$ cat config.mk
export PLATFORM = sky130hd
export DESIGN_NAME = sha1_message_digest_top_flat
export DESIGN_NICKNAME = d
export VERILOG_FILES = /design/src/rtl/core/sha1_pkg.sv /design/src/rtl/core/sha1_if.sv /design/src/rtl/core/sha1_message_digest_top.sv /design/src/rtl/core/sha1_round.sv /design/src/flat_wrapper.sv
export SDC_FILE = /design/constraint.sdc
export NUM_CORES = 2
export LEC_CHECK = 0
export BUFFER_PORTS_ARGS = -buffer_cell sky130_fd_sc_hd__buf_4
export CAP_MARGIN = 30
export CORE_ASPECT_RATIO = 0.8
export CORE_MARGIN = 2
export CORE_UTILIZATION = 45
export CTS_BUF_LIST = sky130_fd_sc_hd__clkbuf_4
export CTS_CLUSTER_SIZE = 25
export DETAILED_ROUTE_END_ITERATION = 6
export GPL_TIMING_DRIVEN = 0
export PLACE_DENSITY = 0.68
export SYNTH_ARGS = -nofsm -noshare
export SYNTH_HDL_FRONTEND = slang
export SYNTH_SLANG_ARGS = --single-unit
$ cat constraint.sdc
create_clock -name clk -period 17.31 [get_ports clk]
set_clock_uncertainty 0.15 [all_clocks]
set_input_delay 4.3275 -clock clk [delete_from_list [all_inputs] [get_ports clk]]
set_output_delay 4.3275 -clock clk [all_outputs]
set_load 0.1 [all_outputs]
$ cat src/rtl/core/sha1_pkg.sv
// Package for the SHA-1 digest block: codes, constants and round helpers.
// No dependencies.
package sha1_pkg;
  localparam logic [1:0] MODE_ABSORB = 2'd0;
  localparam logic [1:0] MODE_LAST   = 2'd1;
  localparam logic [1:0] MODE_FINISH = 2'd2;
  localparam logic [1:0] MODE_NONE   = 2'd3;

  localparam logic [31:0] H0 = 32'h67452301;
  localparam logic [31:0] H1 = 32'hEFCDAB89;
  localparam logic [31:0] H2 = 32'h98BADCFE;
  localparam logic [31:0] H3 = 32'h10325476;
  localparam logic [31:0] H4 = 32'hC3D2E1F0;
  localparam logic [7:0]  PAD_BYTE = 8'h80;
  localparam logic [5:0]  LEN_POS  = 6'd56;

  typedef struct packed {
    logic        start;
    logic [31:0] w;
    logic [6:0]  rnd;
  } round_ctl_t;

  function automatic logic [31:0] round_k(input logic [6:0] r);
    logic [31:0] k;
    if (r < 7'd20)      k = 32'h5A827999;
    else if (r < 7'd40) k = 32'h6ED9EBA1;
    else if (r < 7'd60) k = 32'h8F1BBCDC;
    else                k = 32'hCA62C1D6;
    return k;
  endfunction

  function automatic logic [31:0] round_f(input logic [6:0] r,
      input logic [31:0] b, input logic [31:0] c, input logic [31:0] d);
    logic [31:0] f;
    if (r < 7'd20)      f = (b & c) | (~b & d);
    else if (r < 7'd40) f = b ^ c ^ d;
    else if (r < 7'd60) f = (b & c) | (b & d) | (c & d);
    else                f = b ^ c ^ d;
    return f;
  endfunction
endpackage

$ cat src/rtl/core/sha1_if.sv
// Valid/ready channel interfaces for the SHA-1 block.
// Depends on nothing.
interface sha1_in_if;
  logic       valid;
  logic       ready;
  logic [1:0] mode;
  logic [7:0] message_byte;
  modport source (output valid, mode, message_byte, input ready);
  modport sink (input valid, mode, message_byte, output ready);
endinterface

interface sha1_out_if;
  logic        valid;
  logic        ready;
  logic [31:0] digest_word;
  logic [2:0]  word_index;
  logic        last_word;
  modport source (output valid, digest_word, word_index, last_word, input ready);
  modport sink (input valid, digest_word, word_index, last_word, output ready);
endinterface

$ cat src/rtl/core/sha1_message_digest_top.sv
// SHA-1 digest top level: byte packing, padding sequencer, schedule and output.
// Depends on sha1_pkg, sha1_if and sha1_round.
//
// One item is one byte (or an end mark). A byte is written straight into the
// window; one that fills a 64-byte block then starts a compression: a load,
// 80 rounds through the single shared round unit and a chain update.
// Finishing feeds 0x80, zero fill and the 8 length bytes through the same
// path one byte per cycle (plus one or two compressions), then shows the five
// digest words one at a time on the output register; the next item is
// accepted once the last word is taken. The schedule lives in a 16-word
// window rewritten in place, so no memory clearing is needed at reset.
module sha1_message_digest_top (
  input logic clk,
  input logic rst,
  sha1_in_if.sink   in_ch,
  sha1_out_if.source out_ch
);
  import sha1_pkg::*;

  typedef enum logic [2:0] {S_IDLE, S_PAD, S_LOAD, S_ROUND, S_ADD, S_OUT} state_t;
  state_t state;

  logic [31:0]  chain [5];
  logic [31:0]  sched [16];
  logic [5:0]   fill;
  logic [63:0]  bit_len;
  logic [63:0]  len_hold;
  logic [6:0]   rnd;
  logic [3:0]   pad_cnt;    // 0: pad byte, 1: zero fill, 2..9: length bytes, 10: done
  logic         finishing;
  logic [2:0]   widx;
  logic [159:0] vars;
  round_ctl_t   ctl;
  logic [31:0]  w_calc;
  logic [31:0]  w_now;
  logic [7:0]   pad_byte;
  logic         put;
  logic [7:0]   put_val;

  // Schedule word for this round.
  assign w_calc = sched[rnd[3:0] + 4'd13] ^ sched[rnd[3:0] + 4'd8]
                ^ sched[rnd[3:0] + 4'd2] ^ sched[rnd[3:0]];
  assign w_now  = (rnd < 7'd16) ? sched[rnd[3:0]] : {w_calc[30:0], w_calc[31]};
  assign ctl = '{start: (state == S_ROUND), w: w_now, rnd: rnd};

  sha1_round u_round (
    .clk  (clk),
    .load (state == S_LOAD),
    .init ({chain[0], chain[1], chain[2], chain[3], chain[4]}),
    .ctl  (ctl),
    .vars (vars)
  );

  // Pad byte: 0x80 first, zeros until LEN_POS, then length big-endian.
  always_comb begin
    if (pad_cnt == 4'd0)      pad_byte = PAD_BYTE;
    else if (pad_cnt == 4'd1) pad_byte = 8'h00;
    else                      pad_byte = len_hold[8'd79 - {pad_cnt, 3'b000} -: 8];
  end

  assign in_ch.ready = (state == S_IDLE) && !rst;
  assign put = (state == S_IDLE && in_ch.valid && (in_ch.mode == MODE_ABSORB
               || in_ch.mode == MODE_LAST)) || (state == S_PAD);
  assign put_val = (state == S_PAD) ? pad_byte : in_ch.message_byte;

  assign out_ch.valid       = (state == S_OUT);
  assign out_ch.digest_word = chain[widx];
  assign out_ch.word_index  = widx;
  assign out_ch.last_word   = (widx == 3'd4);

  // Schedule window: write bytes in, and rewrite words during rounds.
  always_ff @(posedge clk) begin
    if (put) begin
      sched[fill[5:2]][5'd24 - {fill[1:0], 3'b000} +: 8] <= put_val;
    end else if (state == S_ROUND && rnd >= 7'd16) begin
      sched[rnd[3:0]] <= w_now;
    end
  end

  always_ff @(posedge clk) begin
    if (rst) begin
      state <= S_IDLE;
      chain <= '{H0, H1, H2, H3, H4};
      fill <= '0;
      bit_len <= '0;
      rnd <= '0;
      pad_cnt <= '0;
      finishing <= 1'b0;
      widx <= '0;
    end else begin
      unique case (state)
        S_IDLE: begin
          if (in_ch.valid) begin
            len_hold <= bit_len + ((in_ch.mode == MODE_FINISH) ? 64'd0 : 64'd8);
            pad_cnt <= '0;
            if (in_ch.mode != MODE_NONE && in_ch.mode != MODE_FINISH) begin
              bit_len <= bit_len + 64'd8;
              fill <= fill + 6'd1;
            end
            finishing <= (in_ch.mode == MODE_LAST || in_ch.mode == MODE_FINISH);
            if (put && fill == 6'd63) begin
              state <= S_LOAD;
            end else if (in_ch.mode == MODE_LAST || in_ch.mode == MODE_FINISH) begin
              state <= S_PAD;
            end
          end
        end
        S_PAD: begin
          fill <= fill + 6'd1;
          // advance: after 0x80, hold zero until LEN_POS, then step length bytes
          if (pad_cnt == 4'd0) pad_cnt <= ((fill + 6'd1) == LEN_POS) ? 4'd2 : 4'd1;
          else if (pad_cnt == 4'd1) pad_cnt <= ((fill + 6'd1) == LEN_POS) ? 4'd2 : 4'd1;
          else pad_cnt <= pad_cnt + 4'd1;
          if (fill == 6'd63) state <= S_LOAD;
        end
        S_LOAD: begin
          rnd <= '0;
          state <= S_ROUND;
        end
        S_ROUND: begin
          rnd <= rnd + 7'd1;
          if (rnd == 7'd79) state <= S_ADD;
        end
        S_ADD: begin
          rnd <= '0;
          chain[0] <= chain[0] + vars[159:128];
          chain[1] <= chain[1] + vars[127:96];
          chain[2] <= chain[2] + vars[95:64];
          chain[3] <= chain[3] + vars[63:32];
          chain[4] <= chain[4] + vars[31:0];
          if (!finishing) state <= S_IDLE;
          else if (pad_cnt == 4'd10) begin
            widx <= '0;
            state <= S_OUT;
          end else state <= S_PAD;
        end
        S_OUT: begin
          if (out_ch.ready) begin
            widx <= widx + 3'd1;
            if (widx == 3'd4) begin
              chain <= '{H0, H1, H2, H3, H4};
              fill <= '0;
              bit_len <= '0;
              finishing <= 1'b0;
              state <= S_IDLE;
            end
          end
        end
        default: state <= S_IDLE;
      endcase
    end
  end
endmodule

$ cat src/rtl/core/sha1_round.sv
// Shared SHA-1 round unit: working variables a..e, one round per start.
// Depends on sha1_pkg.
module sha1_round (
  input  logic                   clk,
  input  logic                   load,
  input  logic [159:0]           init,
  input  sha1_pkg::round_ctl_t   ctl,
  output logic [159:0]           vars
);
  import sha1_pkg::*;
  logic [31:0] a, b, c, d, e, t;
  assign vars = {a, b, c, d, e};
  assign t = {a[26:0], a[31:27]} + e + ctl.w + round_f(ctl.rnd, b, c, d) + round_k(ctl.rnd);
  always_ff @(posedge clk) begin
    if (load) begin
      {a, b, c, d, e} <= init;
    end else if (ctl.start) begin
      e <= d;
      d <= c;
      c <= {b[1:0], b[31:2]};
      b <= a;
      a <= t;
    end
  end
endmodule

$ cat src/flat_wrapper.sv
// flat-port wrapper written by rule: the top's interface ports become plain ports
module sha1_message_digest_top_flat import sha1_pkg::*;
  (clk, rst, in_ch_valid, in_ch_mode, in_ch_message_byte, in_ch_ready, out_ch_valid, out_ch_digest_word, out_ch_word_index, out_ch_last_word, out_ch_ready);
  sha1_in_if in_ch_i ();
  sha1_out_if out_ch_i ();
  input logic clk;
  input logic rst;
  input wire logic [$bits(in_ch_i.valid)-1:0] in_ch_valid;
  input wire logic [$bits(in_ch_i.mode)-1:0] in_ch_mode;
  input wire logic [$bits(in_ch_i.message_byte)-1:0] in_ch_message_byte;
  output wire logic [$bits(in_ch_i.ready)-1:0] in_ch_ready;
  output wire logic [$bits(out_ch_i.valid)-1:0] out_ch_valid;
  output wire logic [$bits(out_ch_i.digest_word)-1:0] out_ch_digest_word;
  output wire logic [$bits(out_ch_i.word_index)-1:0] out_ch_word_index;
  output wire logic [$bits(out_ch_i.last_word)-1:0] out_ch_last_word;
  input wire logic [$bits(out_ch_i.ready)-1:0] out_ch_ready;
  assign in_ch_i.valid = in_ch_valid;
  assign in_ch_i.mode = in_ch_mode;
  assign in_ch_i.message_byte = in_ch_message_byte;
  assign in_ch_ready = in_ch_i.ready;
  assign out_ch_valid = out_ch_i.valid;
  assign out_ch_digest_word = out_ch_i.digest_word;
  assign out_ch_word_index = out_ch_i.word_index;
  assign out_ch_last_word = out_ch_i.last_word;
  assign out_ch_i.ready = out_ch_ready;
  sha1_message_digest_top u_core (.clk(clk), .rst(rst), .in_ch(in_ch_i), .out_ch(out_ch_i));
endmodule
==> results.py <==
metrics = {
    "run_status": {
        "status": "finished with violations",
        "violations": "DRC",
    },
    "floorplan": {
        "die-area_um2": 150000,
        "fp.dieH_um": 347,
        "die_w_um": 433,
        "core_um2": 146000,
        "ios": 52,
        "fp-row-count": 125,
        "start_util_pct": 45.4,
    },
    "clock_tree": {
        "ctsResizeCount": 0,
        "clk_pin_slew_ns": 0.07,
        "cts_tree": "yes",
        "cts_max_path_buffers": 4,
        "cts_sinks": 982,
        "insertion_delay_ns": 1.45,
        "cts_buffers": 288,
        "cts-root-buf": "clkbuf_4",
        "postCtsSetupBuffers": 0,
        "cts.htree.levels": 5,
        "hold_buffers": 0,
    },
    "cells_and_area": {
        "area_delta_synth_final_pct": 13.7,
        "drive_gt1_share_pct": 24.5,
        "finalNetCount": 6370,
        "fin_util_pct": 51.6,
    },
    "global_route": {
        "grt-ovfl-total": 0,
        "grt_pass1_wl_um": 375000,
        "grt_pass1_vias": 52130,
        "grt_start_max_net_pins": 43,
        "track_usage_pct": 35.3,
        "antenna_found_initial": 20,
    },
    "worst_hold_path": {
        "min_path_type": "reg -> reg",
    },
    "pwr": {
        "ir_drop_v": 0.000188,
        "power_leakage_nw": 26.8,
        "pwr_density_cell_nw_per_um2": 140,
    },
    "synthesis": {
        "synth_top_cell_area_share_pct": 33.3,
        "synth_edf_count": 733,
        "ys_ff_latch": 982,
        "yosysWarnings": 0,
        "synthTopCellsByArea": "edfxtp_1 33%, mux4_2 23%, dfxtp_1 7.5%",
        "yosys.area.top_type": "edfxtp_1",
        "synth.most_common_cell": "edfxtp_1",
        "synthesis.nets": 5829,
        "netlist_area_um2": 66100,
        "ys_top_cells_by_count": "733 x edfxtp_1, 671 x nand2_1, 662 x mux4_2",
        "syn_area_per_cell_um2": 12.1,
        "synthFlopType": "edfxtp_1",
        "async_flop_share_pct": 0,
        "synthCells": 5475,
        "ys_seq_area_share_pct": 40.8,
        "synth_cell_types": 85,
    },
    "placed_design": {
        "portBuffers": 51,
        "gp_congestion": 1.07,
        "dp.final_hpwl_um": 203000,
    },
    "sta": {
        "setup_tns_ns": 0,
        "rsz0062_at_grt": "false",
        "drv_slew": 0,
        "fmax_ghz": 0.0876,
        "hold_viol_final": 0,
        "maxSlewHeadroom_pct": 21.9,
        "fin_crit_sh_pct": 66.0,
        "tightest_slew_ns": 1.17,
        "setup_viol": 0,
        "fin_crit_ns": 11.42,
    },
    "routing": {
        "dr.pass1.iters": 7,
        "vias": 56073,
        "wirelength_um": 268000,
        "ant_nets": 0,
        "via_per_inst": 6.83,
        "post_drt_wl_per_cell_um": 32.7,
        "drtIter0Drc": 10252,
        "drc": 32,
    },
    "critical_path": {
        "crit_path_end_kind": "flip-flop",
        "cp_common_cell": "clkbuf_1",
        "worst-path-max-fanout": 10,
        "cp.required_ns": 18.23,
        "cp_slowest_cell": "clkbuf_1",
        "cpPeakStageDelay_ns": 0.93,
        "startpoint_type": "flip-flop",
        "arrival_ns": 12.34,
        "worstSetupPathType": "reg -> reg",
    },
    "flow_run": {
        "maxCapViolations": 0,
    },
}
## cell families (layout without fill, tap and decap cells)
family / Yosys count / after routing / synth area share [%]
and+or+nand+nor: 1502 / 1502 / 10.2
DFF: 982 / 982 / 40.8
AOI/OAI and AO/OA: 978 / 978 / 9.48
muxes: 714 / 714 / 23.4
buffers and inverters: 603 / 1342 / 3.54
xor gates and xnor gates: 356 / 356 / 4.72
adders and majority gates: 340 / 340 / 7.85
other: 0 / 26 / 0
## layout by cell type (no fill, tap or decap), types with 57 or more instances in the layout
cell / count
edfxtp_1: 733
nand2_1: 671
mux4_2: 662
clkbuf_4: 409
nor2_1: 358
inv_1: 270
a21oi_1: 250
dfxtp_1: 249
o21ai_0: 234
clkbuf_1: 220
ha_1: 215
xnor2_1: 189
xor2_1: 167
fa_1: 125
buf_8: 99
buf_4: 94
nand2b_1: 82
a21o_1: 81
nand3_1: 65
clkinv_1: 63
buf_2: 62
nor3_1: 57
## registers in the layout, summed over array words and instances (netlist names), named ones only
name / flops
u_core.bit_len: 61
u_core.u_round.e: 32
u_core.u_round.c: 32
u_core.chain: 160
u_core.u_round.b: 32
u_core.u_round.d: 32
u_core.finishing: 1
u_core.len_hold: 61
u_core.fill: 6
u_core.pad_cnt: 4
u_core.out_ch.word_index: 3
u_core.state: 3
u_core.sched: 512
u_core.u_round.a: 32
u_core.rnd: 7
## final timing paths
path	startpoint	end	slack, ns	cells past startpoint
max	u_core.rnd[2]	u_core.u_round.a[29]	5.89	30
min	u_core.chain[26]	u_core.chain[26]	0.35	2
max reg2reg	u_core.rnd[2]	u_core.u_round.a[29]	5.89	30
min reg2reg	u_core.chain[26]	u_core.chain[26]	0.35	2
## area by class of cell
type                            count  area, um2
Sequential cell                   982      27000
Tap cell                         1968       2460
Antenna cell                       26       65.1
Clock inverter                     79        389
Buffer                            329       1340
Clock buffer                      409       3070
Fill cell                       12793      70400
Inverter                          274       1030
Multi-Input combinational cell   3890      36900
Timing Repair Buffer              251       2980
## critical path, delay by kind of cell (launching register included)
| family | cells | cell delay (ns) |
|---|---|---|
| and+or+nand+nor | 1 | 0.13 |
| buffers and inverters | 10 | 4.70 |
| adders and majority gates | 3 | 1.13 |
| DFF | 1 | 0.32 |
| xor gates and xnor gates | 3 | 0.60 |
| muxes | 2 | 1.00 |
| AOI/OAI and AO/OA | 11 | 3.05 |
## routing by layer
metal	global-route usage (%)	vias to the layer above	routed length, um
li1	-	22200	-
met1	46.5	27462	97900
met2	45.9	5261	104000
met3	19.7	1116	49700
met4	17.0	34	16000
met5	3.47	-	891
## power by group
group          switching, mW  leakage [nW]  internal [mW]
sequential             0.187          8.74           3.00
clock                   1.12          2.08           1.13
combinational           3.04          16.0           2.04
## per-stage QoR
stage                     instances  cell area [um2]  worst slack (ns)  power (mW)  hold slack, ns
final                          8208            75200              5.89        10.5           0.352
after global routing           8193            75200              5.97        11.1           0.387
after CTS                      8164            74900              6.60        10.4           0.353
after floorplan                5475            66100              6.21        6.75           0.309
after global placement         7494            69000             -1.66        8.00           0.336
after detailed placement       7676            71400              6.66        8.15           0.343
Power figures use the tool's default switching activity.
